### config.mk
export PLATFORM = sky130hd
export DESIGN_NAME = mfi_chain
export DESIGN_NICKNAME = d
export VERILOG_FILES = /design/src/hdl/mesh_face_identify_assert.svh /design/src/hdl/mfi_pkg.sv /design/src/hdl/mfi_cell.sv /design/src/hdl/mfi_chain.sv
export SDC_FILE = /design/constraint.sdc
export NUM_CORES = 1
export LEC_CHECK = 0
export ABC_AREA = 1
export BUFFER_PORTS_ARGS = -buffer_cell sky130_fd_sc_hd__buf_2
export CAP_MARGIN = 20
export CORE_ASPECT_RATIO = 1.1
export CORE_MARGIN = 1
export CORE_UTILIZATION = 60
export CTS_CLUSTER_SIZE = 30
export DETAILED_ROUTE_END_ITERATION = 12
export GPL_TIMING_DRIVEN = 0
export HOLD_SLACK_MARGIN = 0.15
export PLACE_DENSITY = 0.82
export SYNTH_ARGS = -nofsm -noshare
export SYNTH_HDL_FRONTEND = slang
export SYNTH_HIERARCHICAL = 1
export SYNTH_SLANG_ARGS = --single-unit
### constraint.sdc
create_clock -name clock -period 6.6 [get_ports clock]
set_input_delay 1.65 -clock clock [delete_from_list [all_inputs] [get_ports clock]]
set_output_delay 1.65 -clock clock [all_outputs]
set_load 0.02 [all_outputs]
### src/hdl/mesh_face_identify_assert.svh
// Assertion macros for the mesh face identification block.
// Included by the top level; define NO_ASSERTIONS to compile the checks away.
`ifndef MESH_FACE_IDENTIFY_ASSERT_SVH
`define MESH_FACE_IDENTIFY_ASSERT_SVH
`ifndef NO_ASSERTIONS
// Same-cycle implication, disabled while reset is high.
`define MFI_ASSERT(name, clk, rst, prop) \
   name: assert property (@(posedge clk) disable iff (rst) prop) \
      else $error("mesh_face_identify: same-cycle check failed");
// Next-cycle implication, disabled while reset is high.
`define MFI_ASSERT_NEXT(name, clk, rst, ante, cons) \
   name: assert property (@(posedge clk) disable iff (rst) (ante) |=> (cons)) \
      else $error("mesh_face_identify: next-cycle check failed");
`else
`define MFI_ASSERT(name, clk, rst, prop)
`define MFI_ASSERT_NEXT(name, clk, rst, ante, cons)
`endif
`endif

### src/hdl/mfi_pkg.sv
// Shared types and constants for the mesh face identification block.
// No dependencies; the interfaces and modules of the block refer to it by scoped names.
package mfi_pkg;

   localparam int FACE_W   = 12;
   localparam int VERTEX_W = 10;
   localparam int STATUS_W = 2;

   localparam int NUM_VERTICES_DEF = 1024;
   localparam int MAX_FACES_DEF    = 8;

   localparam logic CMD_APPEND = 1'b0;
   localparam logic CMD_QUERY  = 1'b1;

   localparam logic [STATUS_W-1:0] STAT_FOUND     = 2'd0;
   localparam logic [STATUS_W-1:0] STAT_NOT_FOUND = 2'd1;
   localparam logic [STATUS_W-1:0] STAT_APPENDED  = 2'd2;
   localparam logic [STATUS_W-1:0] STAT_FULL      = 2'd3;

   typedef enum logic [2:0] {
      ST_CLEAR,
      ST_IDLE,
      ST_COUNT,
      ST_STREAM,
      ST_FIN,
      ST_EMIT
   } state_type;

   // Control bundle broadcast from the sequencer to every candidate cell.
   typedef struct packed {
      logic start;   // clear match counters, link valids and the running total
      logic seed;    // the current query vertex seeds the candidate list
      logic shift;   // seed mode: shift candidates one cell down the row
      logic fin;     // intersect mode: fold match counts into the weights
   } ctl_type;

endpackage

### src/hdl/mfi_cell.sv
// One candidate cell: holds a candidate face with its weight and match count.
// Depends on mfi_pkg; instantiated in a row by mfi_chain.
module mfi_cell #(
   parameter int  MAX_FACES = mfi_pkg::MAX_FACES_DEF,
   localparam int WW        = $clog2(MAX_FACES + 2)
) (
   input  logic                        clock,
   input  logic                        reset,
   input  mfi_pkg::ctl_type            ctl,
   input  logic [mfi_pkg::FACE_W-1:0]  in_val,
   input  logic                        in_vld,
   input  logic [WW-1:0]               in_acc,
   output logic [mfi_pkg::FACE_W-1:0]  out_val,
   output logic                        out_vld,
   output logic [WW-1:0]               out_acc
);

   localparam int            MW    = $clog2(MAX_FACES + 1);
   localparam logic [WW:0]   W_SAT = (WW + 1)'(MAX_FACES + 1);

   logic [mfi_pkg::FACE_W-1:0] cand_ff, cand_in;
   logic [WW-1:0]              w_ff, w_in;
   logic [MW-1:0]              m_ff, m_in;
   logic [mfi_pkg::FACE_W-1:0] lval_ff, lval_in;
   logic                       lvld_ff, lvld_in;
   logic [WW-1:0]              lacc_ff, lacc_in;
   logic                       match;
   logic [WW:0]                acc_sum;
   logic [WW+MW-1:0]           prod;

   always_comb begin
      // A cell with zero weight stands for no copies and never matches.
      match   = in_vld && (w_ff != '0) && (in_val == cand_ff);
      acc_sum = {1'b0, in_acc} + (match ? {1'b0, w_ff} : '0);
      prod    = (WW + MW)'(w_ff) * (WW + MW)'(m_ff);

      cand_in = cand_ff;
      w_in    = w_ff;
      if (ctl.shift) begin
         cand_in = in_val;
         w_in    = in_vld ? WW'(1) : '0;
      end else if (ctl.fin && !ctl.seed) begin
         w_in = (prod > (WW + MW)'(MAX_FACES + 1)) ? W_SAT[WW-1:0] : prod[WW-1:0];
      end

      m_in = m_ff;
      if (ctl.start) begin
         m_in = '0;
      end else if (!ctl.seed && match) begin
         m_in = m_ff + MW'(1);
      end

      lvld_in = !ctl.start && !ctl.seed && in_vld;
      lval_in = in_val;
      lacc_in = (acc_sum > W_SAT) ? W_SAT[WW-1:0] : acc_sum[WW-1:0];
   end

   always_ff @(posedge clock) begin
      if (reset) begin
         w_ff    <= '0;
         m_ff    <= '0;
         lvld_ff <= 1'b0;
      end else begin
         w_ff    <= w_in;
         m_ff    <= m_in;
         lvld_ff <= lvld_in;
      end
   end

   always_ff @(posedge clock) begin
      cand_ff <= cand_in;
      lval_ff <= lval_in;
      lacc_ff <= lacc_in;
   end

   // Seed mode turns the row into a shift line of candidates; otherwise the
   // link registers carry list entries and their running weight sums.
   assign out_val = ctl.seed ? cand_ff : lval_ff;
   assign out_vld = ctl.seed ? (w_ff != '0) : lvld_ff;
   assign out_acc = ctl.seed ? '0 : lacc_ff;

endmodule

### src/hdl/mfi_chain.sv
// Row of candidate cells plus the tail accumulator of kept copies.
// Depends on mfi_pkg and mfi_cell.
module mfi_chain #(
   parameter int  MAX_FACES = mfi_pkg::MAX_FACES_DEF,
   localparam int WW        = $clog2(MAX_FACES + 2)
) (
   input  logic                        clock,
   input  logic                        reset,
   input  mfi_pkg::ctl_type            ctl,
   input  logic [mfi_pkg::FACE_W-1:0]  head_val,
   input  logic                        head_vld,
   output logic [WW-1:0]               total,
   output logic [mfi_pkg::FACE_W-1:0]  face
);

   localparam logic [WW:0] W_SAT = (WW + 1)'(MAX_FACES + 1);

   logic [mfi_pkg::FACE_W-1:0] val_w [MAX_FACES+1];
   logic                       vld_w [MAX_FACES+1];
   logic [WW-1:0]              acc_w [MAX_FACES+1];

   logic [WW-1:0]              total_ff, total_in;
   logic [mfi_pkg::FACE_W-1:0] face_ff, face_in;
   logic [WW:0]                sum;

   assign val_w[0] = head_val;
   assign vld_w[0] = head_vld;
   assign acc_w[0] = '0;

   for (genvar i = 0; i < MAX_FACES; i++) begin : g_cell
      mfi_cell #(.MAX_FACES(MAX_FACES)) u_cell (
         .clock   (clock),
         .reset   (reset),
         .ctl     (ctl),
         .in_val  (val_w[i]),
         .in_vld  (vld_w[i]),
         .in_acc  (acc_w[i]),
         .out_val (val_w[i+1]),
         .out_vld (vld_w[i+1]),
         .out_acc (acc_w[i+1])
      );
   end

   always_comb begin
      total_in = total_ff;
      face_in  = face_ff;
      sum      = '0;
      if (ctl.start) begin
         total_in = '0;
      end else if (ctl.seed) begin
         // Every list entry shifted in becomes one candidate copy.
         if (ctl.shift && head_vld) begin
            sum      = {1'b0, total_ff} + (WW + 1)'(1);
            total_in = (sum > W_SAT) ? W_SAT[WW-1:0] : sum[WW-1:0];
            face_in  = head_val;
         end
      end else if (vld_w[MAX_FACES] && (acc_w[MAX_FACES] != '0)) begin
         sum      = {1'b0, total_ff} + {1'b0, acc_w[MAX_FACES]};
         total_in = (sum > W_SAT) ? W_SAT[WW-1:0] : sum[WW-1:0];
         face_in  = val_w[MAX_FACES];
      end
   end

   always_ff @(posedge clock) begin
      if (reset) begin
         total_ff <= '0;
      end else begin
         total_ff <= total_in;
      end
   end

   always_ff @(posedge clock) begin
      face_ff <= face_in;
   end

   assign total = total_ff;
   assign face  = face_ff;

endmodule

==> Yosys cells after proc, flatten, opt, wreduce, memory -nomap -nowiden <==
Cells that the tools add are included.
{ "totals": {"output_inout_bits": 16, "register_bits": 312, "word_cells": 226, "input_bits": 19} }
{ "op_classes": {"n_eq_ne": 9, "n_lt_le_gt_ge": 18, "addsub": 17, "n_bitwise": 1, "n_mul": 8, "n_mux": 71, "reduce_logical": 52} }
{ "ops": {"columns": ["op", "n"], "rows": [
  ["$mux 4", 45],
  ["$mux 12", 10],
  ["$eq 12x12->1", 8],
  ["$gt 8x4->1 const B", 8],
  ["$mul 4x4->8", 8],
  ["$gt 5x4->1 const B", 10],
  ["$logic_and 1x1->1", 36],
  ["$reduce_bool 4->1", 9],
  ["$add 4x5->5", 7],
  ["$add 4x1->4 const B", 8],
  ["$mux 1", 16],
  ["$add 4x1->5 const B", 1],
  ["$add 4x4->5", 1],
  ["$reduce_bool 2->1", 2],
  ["$reduce_and 3->1", 1],
  ["$logic_not 1->1", 2],
  ["$ne 2x1->1 const B", 1],
  ["$reduce_and 2->1", 1],
  ["$reduce_or 2->1", 1],
  ["$not 1->1", 1]
]} }

==> Depth between registers and ports, before layout <==
{ "logic_depth": {"word_depth": 7, "ltp_mapped": 22, "mapped_depth_nobuf": 19} }

==> Modules after synthesis <==
Netlist, hierarchy kept.
{ "modules_own_cells": {"columns": ["module", "seq_area_each_um2", "cells_each", "n_inst", "area_each_um2"], "rows": [
  ["mfi_cell (g_cell[2].u_cell ...)", 860.8, 324, 4, 2371.0],
  ["mfi_cell (g_cell[0].u_cell ...)", 860.8, 315, 3, 2301.0],
  ["mfi_cell (g_cell[7].u_cell)", 860.8, 320, 1, 2323.5],
  ["mfi_chain", 440.4, 130, 1, 1016.0]
]} }

==> Least setup slack after synthesis <==
No wires, ideal clock.
{ "synth_timing": {"path_kind": "input -> register", "startpoint": "input ctl[2] (netlist bit)", "endpoint": "register g_cell[1].u_cell.lacc_ff[0]", "setup_slack_ns": 2.410, "t_arrival_ns": 4.076, "required_time_ns": 6.486, "stages": 19, "cell_sequence": "buf_2 inv_1 buf_2 buf_2 o21ai_0 nand2_1 nand2_1 nor2_1 nand3_1 nor2_1 nand2_1 nor2_1 ha_1 fa_1 nand2_1 nand2_1 a21oi_1 nand2_1 a21o_1"} }
{ "synth_lines": {"columns": ["item", "line", "text"], "rows": [
  ["start: declaration", "mfi_chain.sv:9", "input mfi_pkg::ctl_type ctl,"],
  ["end signal: assignment", "mfi_cell.sv:73", "lacc_ff <= lacc_in;"],
  ["end: declaration", "mfi_cell.sv:26", "logic [WW-1:0] lacc_ff, lacc_in;"]
]} }

==> key figures <==
Floorplan
  • Initial core utilization: 60.9%
  • Core ar.: 32400 um2
  • Die W: approximately 170 um
  • Std cell rows: 69
  • Die area: 33600 um2
  • Die Y: 192 um
  • # IOs: 35

Critical path
  • Setup crit start: ctl[2]
  • Flop2flop setup slack: between 3000 and 4000 ps
  • Crit end category: flop
  • Reg2reg end: g_cell[6].u_cell/w_ff[3]$_SDFFE_PP0P_
  • Most used cell, CP: nand2_1
  • Critical path type: in -> reg
  • Worst-path cell chain: buf_2 > buf_2 > inv_1 > buf_2 > buf_2 > o21ai_0 > nand2_1 > nand2_1 > inv_1 > nand3_1 > nor2_1 > nand2_1 > nor2_1 > ha_1 > fa_1 > nand2_1 > nand2_1 > a21oi_1 > nand2_1 > a21o_1
  • Startpoint Class: input port
  • CP delay by family, top: buffers and inverters
  • Crit path required time: between 7000 and 8000 ps
  • Worst Reg-to-Reg Cells: 14
  • Crit path DAT: 5670 ps
  • Crit-path slowest cell: buf_2
  • Biggest cell delay along the critical path: roughly 660 ps
  • Reg-to-Reg Start: g_cell[6].u_cell/m_ff[3]$_SDFFE_PP0P_
  • CP max FO: 34
  • Crit path buf inv count: 6

STA
  • Max Slew Vio Count: 0
  • Fin crit share: 78.9%
  • Unrepaired setup endpoints after global routing: no
  • Final setup viols: 0
  • Hold Violations, Final: 0
  • Skew final: 21.4 ps
  • Achievable Freq: 192 MHz
  • Post-layout min period: 5210 ps
  • Setup Total Neg Slack: 0 ps
  • Final setup margin: 1390 ps
  • Least-Margin Pin Slew: 1070 ps
  • Worst rel slew slack: 28.8%

Global route
  • Met3 Use GR: 2.85%
  • Grt peak-use layer: met2
  • Initial antenna violation count: 0
  • GR Util met1: 31.2%
  • Met2 Usage GRT: between 40 and 50%
  • Vias in the first global route: 16.5k
  • Pin count of the biggest net entering global routing: 75
  • Global-route wire length before repair: 74300 um
  • Total GRT Usage: 26.7%
  • Total grt overflow: 0

Clock network
  • Hold_buf cts: 0
  • CTS tree: yes
  • Root Buffer: clkbuf_16
  • CTS buffer count: 31
  • Reg clk slew, reported paths: 60 ps
  • Worst-Skew Late Latency: ~580 ps
  • PostCTS Resize Cnt: 0
  • Post-CTS Setup Repair Bufs: 0
  • Clk sink count: 312
  • Clk buf depth: 3
  • H-tree levels: 1

Synth
  • Top_reg_cell synth: dfxtp_1
  • Synth top cells by count: nand2_1 (841), inv_1 (484), nor2_1 (211), dfxtp_1 (204), ha_1 (142)
  • Main combinational cell family by area after synthesis: simple AND/OR/NAND/NOR gates
  • Seq/Total Area, Yosys: 37.1%
  • Post-Synth Simple-Gate Area: 28.7%
  • Post-Syn Area per Cell: 7.33 um2
  • Synth Area in Compound Gates: 6.62%
  • Post-synthesis adder-cell area fraction: 13.2%
  • Unique masters post-synth: 37
  • Count leader, synth: nand2_1
  • Xor and xnor area share after synthesis: 2.84%
  • Mapped Area: 19700 um2
  • Top-area cell type share of the netlist area: 20.7%
  • Yosys reg bits: 312
  • Yosys Warn Count: 6
  • EDFF count, synth: about 110
  • Cells after Synth: 2691
  • Asr flop ratio synth: 0%
  • Top post-synthesis cells by area: dfxtp_1 (21%), edfxtp_1 (16%), nand2_1 (16%)
  • Post-synth top area cell: dfxtp_1
  • Multiplexer share of the synthesized area: 0%

Place
  • Placed insts: 3156
  • DP Worst Slack: just over 900 ps
  • DP HPWL: approximately 33000 um
  • # port buffers: 34
  • GPL Wtd Cong: 0.915

Routing
  • Final wirelength: 43800 um
  • ANT nets after route: 0
  • Post-route DRC: 0
  • Drt initial violations: 1286
  • Vias/cell: 5.17
  • DR WL/cell: 13.6 um
  • Vias: roughly 17k
  • First-pass DRT Iterations: 6

Job
  • Max-cap viol count: 0

Min path
  • Hold depth: 2
  • Hold wc startpoint: g_cell[4].u_cell/lval_ff[10]$_DFF_P_
  • Worst hold path type: reg -> reg
  • Hold Path Sink: g_cell[5].u_cell/lval_ff[10]$_DFF_P_

Pwr
  • Leak: around 11 nW
  • Power per cell area: 208 nW/um2
  • VDD IR max: 0.000258 V

Finish
  • Area delta synth->final: 8.80%
  • Utilization after layout: 66.3%
  • Ant. Diodes: 0
  • Fillers: 2643
  • Finished Layout Cells: between 3k and 4k
  • Final nets: 2966
  • Layout cell share with drive strength beyond 1: 9.72%

Status
  • Outcome: completed
[metrics by stage]
| step | hold WS (ps) | cell area [um2] | power [mW] |
|---|---|---|---|
| 3_3_place_gp | 481 | 20400 | 2.77 |
| 6_report | 504 | 21500 | 4.46 |
| 5_1_grt | 530 | 21500 | 4.65 |
| 2_1_floorplan | 450 | 19700 | 2.63 |
| 4_1_cts | 503 | 21500 | 4.48 |
| 3_5_place_dp | 489 | 20500 | 2.80 |
[sequential cells by signal, indices dropped and copies added, names as in the netlist]
| name | count |
|---|---|
| total | 4 |
| g_cell.u_cell/lacc_ff | 32 |
| g_cell.u_cell/m_ff | 32 |
| g_cell.u_cell/lvld_ff | 8 |
| g_cell.u_cell/w_ff | 32 |
| face | 12 |
| g_cell.u_cell/cand_ff | 96 |
| g_cell.u_cell/lval_ff | 96 |
[cell type report]
| type | instances | area (um2) | area share, % |
|---|---|---|---|
| multi-input combinational | 1803 | 10100 | 47.3 |
| sequential | 312 | 7330 | 34.1 |
| inverter | 542 | 2040 | 9.51 |
| clock buffer | 40 | 840 | 3.91 |
| tap | 426 | 533 | 2.48 |
| buffer | 38 | 226 | 1.06 |
| timing repair buffer | 36 | 211 | 0.985 |
| clock inverter | 18 | 136 | 0.635 |
[cell usage in the layout (no fill, tap or decap), types with 3 or more instances in the layout]
master / count
a21o_1: 11
a21oi_1: 81
a31oi_1: 5
a31oi_4: 3
buf_2: 50
buf_4: 7
clkbuf_1: 17
clkbuf_16: 31
clkbuf_8: 7
clkinv_1: 9
clkinv_2: 12
conb_1: 5
dfxtp_1: 204
edfxtp_1: 108
fa_1: 41
ha_1: 142
inv_1: 484
inv_2: 49
nand2_1: 841
nand2_2: 33
nand2_4: 4
nand3_1: 85
nand3_2: 12
nand4_1: 50
nand4_2: 4
nor2_1: 211
nor2_2: 24
nor2_4: 21
nor3_1: 20
nor4_2: 5
o21ai_0: 129
o21bai_1: 6
o22ai_1: 3
xnor2_1: 48
xor2_1: 16
[power by group]
part / internal [mW] / leakage [nW] / switching [mW]
combinational: 0.177 / 8.09 / 0.417
clock: 0.940 / 0.478 / 0.748
sequential: 2.12 / 2.75 / 0.0528
total: 3.24 / 11.3 / 1.22
[metal layers]
metal / up-vias / routed length, um
met5: - / 0
met2: 342 / 22400
li1: 8451 / -
met3: 101 / 1850
met1: 7712 / 18200
met4: 0 / 1400
[kinds of logic (layout without fill, tap and decap cells)]
family,after synthesis,count (layout)
buffers and inverters,580,674
AO/OA/AOI/OAI,240,240
AND/OR/NAND/NOR,1311,1311
other,1,5
adder cells (fa/ha/maj),183,183
XOR/XNOR,64,64
flip-flops,312,312
[tightest hold or removal path, delay by kind of cell (launching register included)]
| family | cells | cell delay (ps) |
|---|---|---|
| DFF | 1 | 310 |
| and+or+nand+nor | 2 | 160 |
[worst max path at each step]
stage / slack (ps) / cells after the start / endpoint
after floorplan: 2410 / 19 / g_cell[1].u_cell/lacc_ff[0]$_SDFF_PN1_
after global placement: 990 / 18 / g_cell[5].u_cell/lacc_ff[0]$_SDFF_PN1_
after detailed placement: 910 / 18 / g_cell[5].u_cell/lacc_ff[0]$_SDFF_PN1_
after CTS: 1470 / 20 / g_cell[1].u_cell/lacc_ff[0]$_SDFF_PN1_
after global routing: 1080 / 18 / g_cell[5].u_cell/lacc_ff[0]$_SDFF_PN1_
final: 1390 / 20 / g_cell[1].u_cell/lacc_ff[0]$_SDFF_PN1_
(Power assumes the default switching activity.)
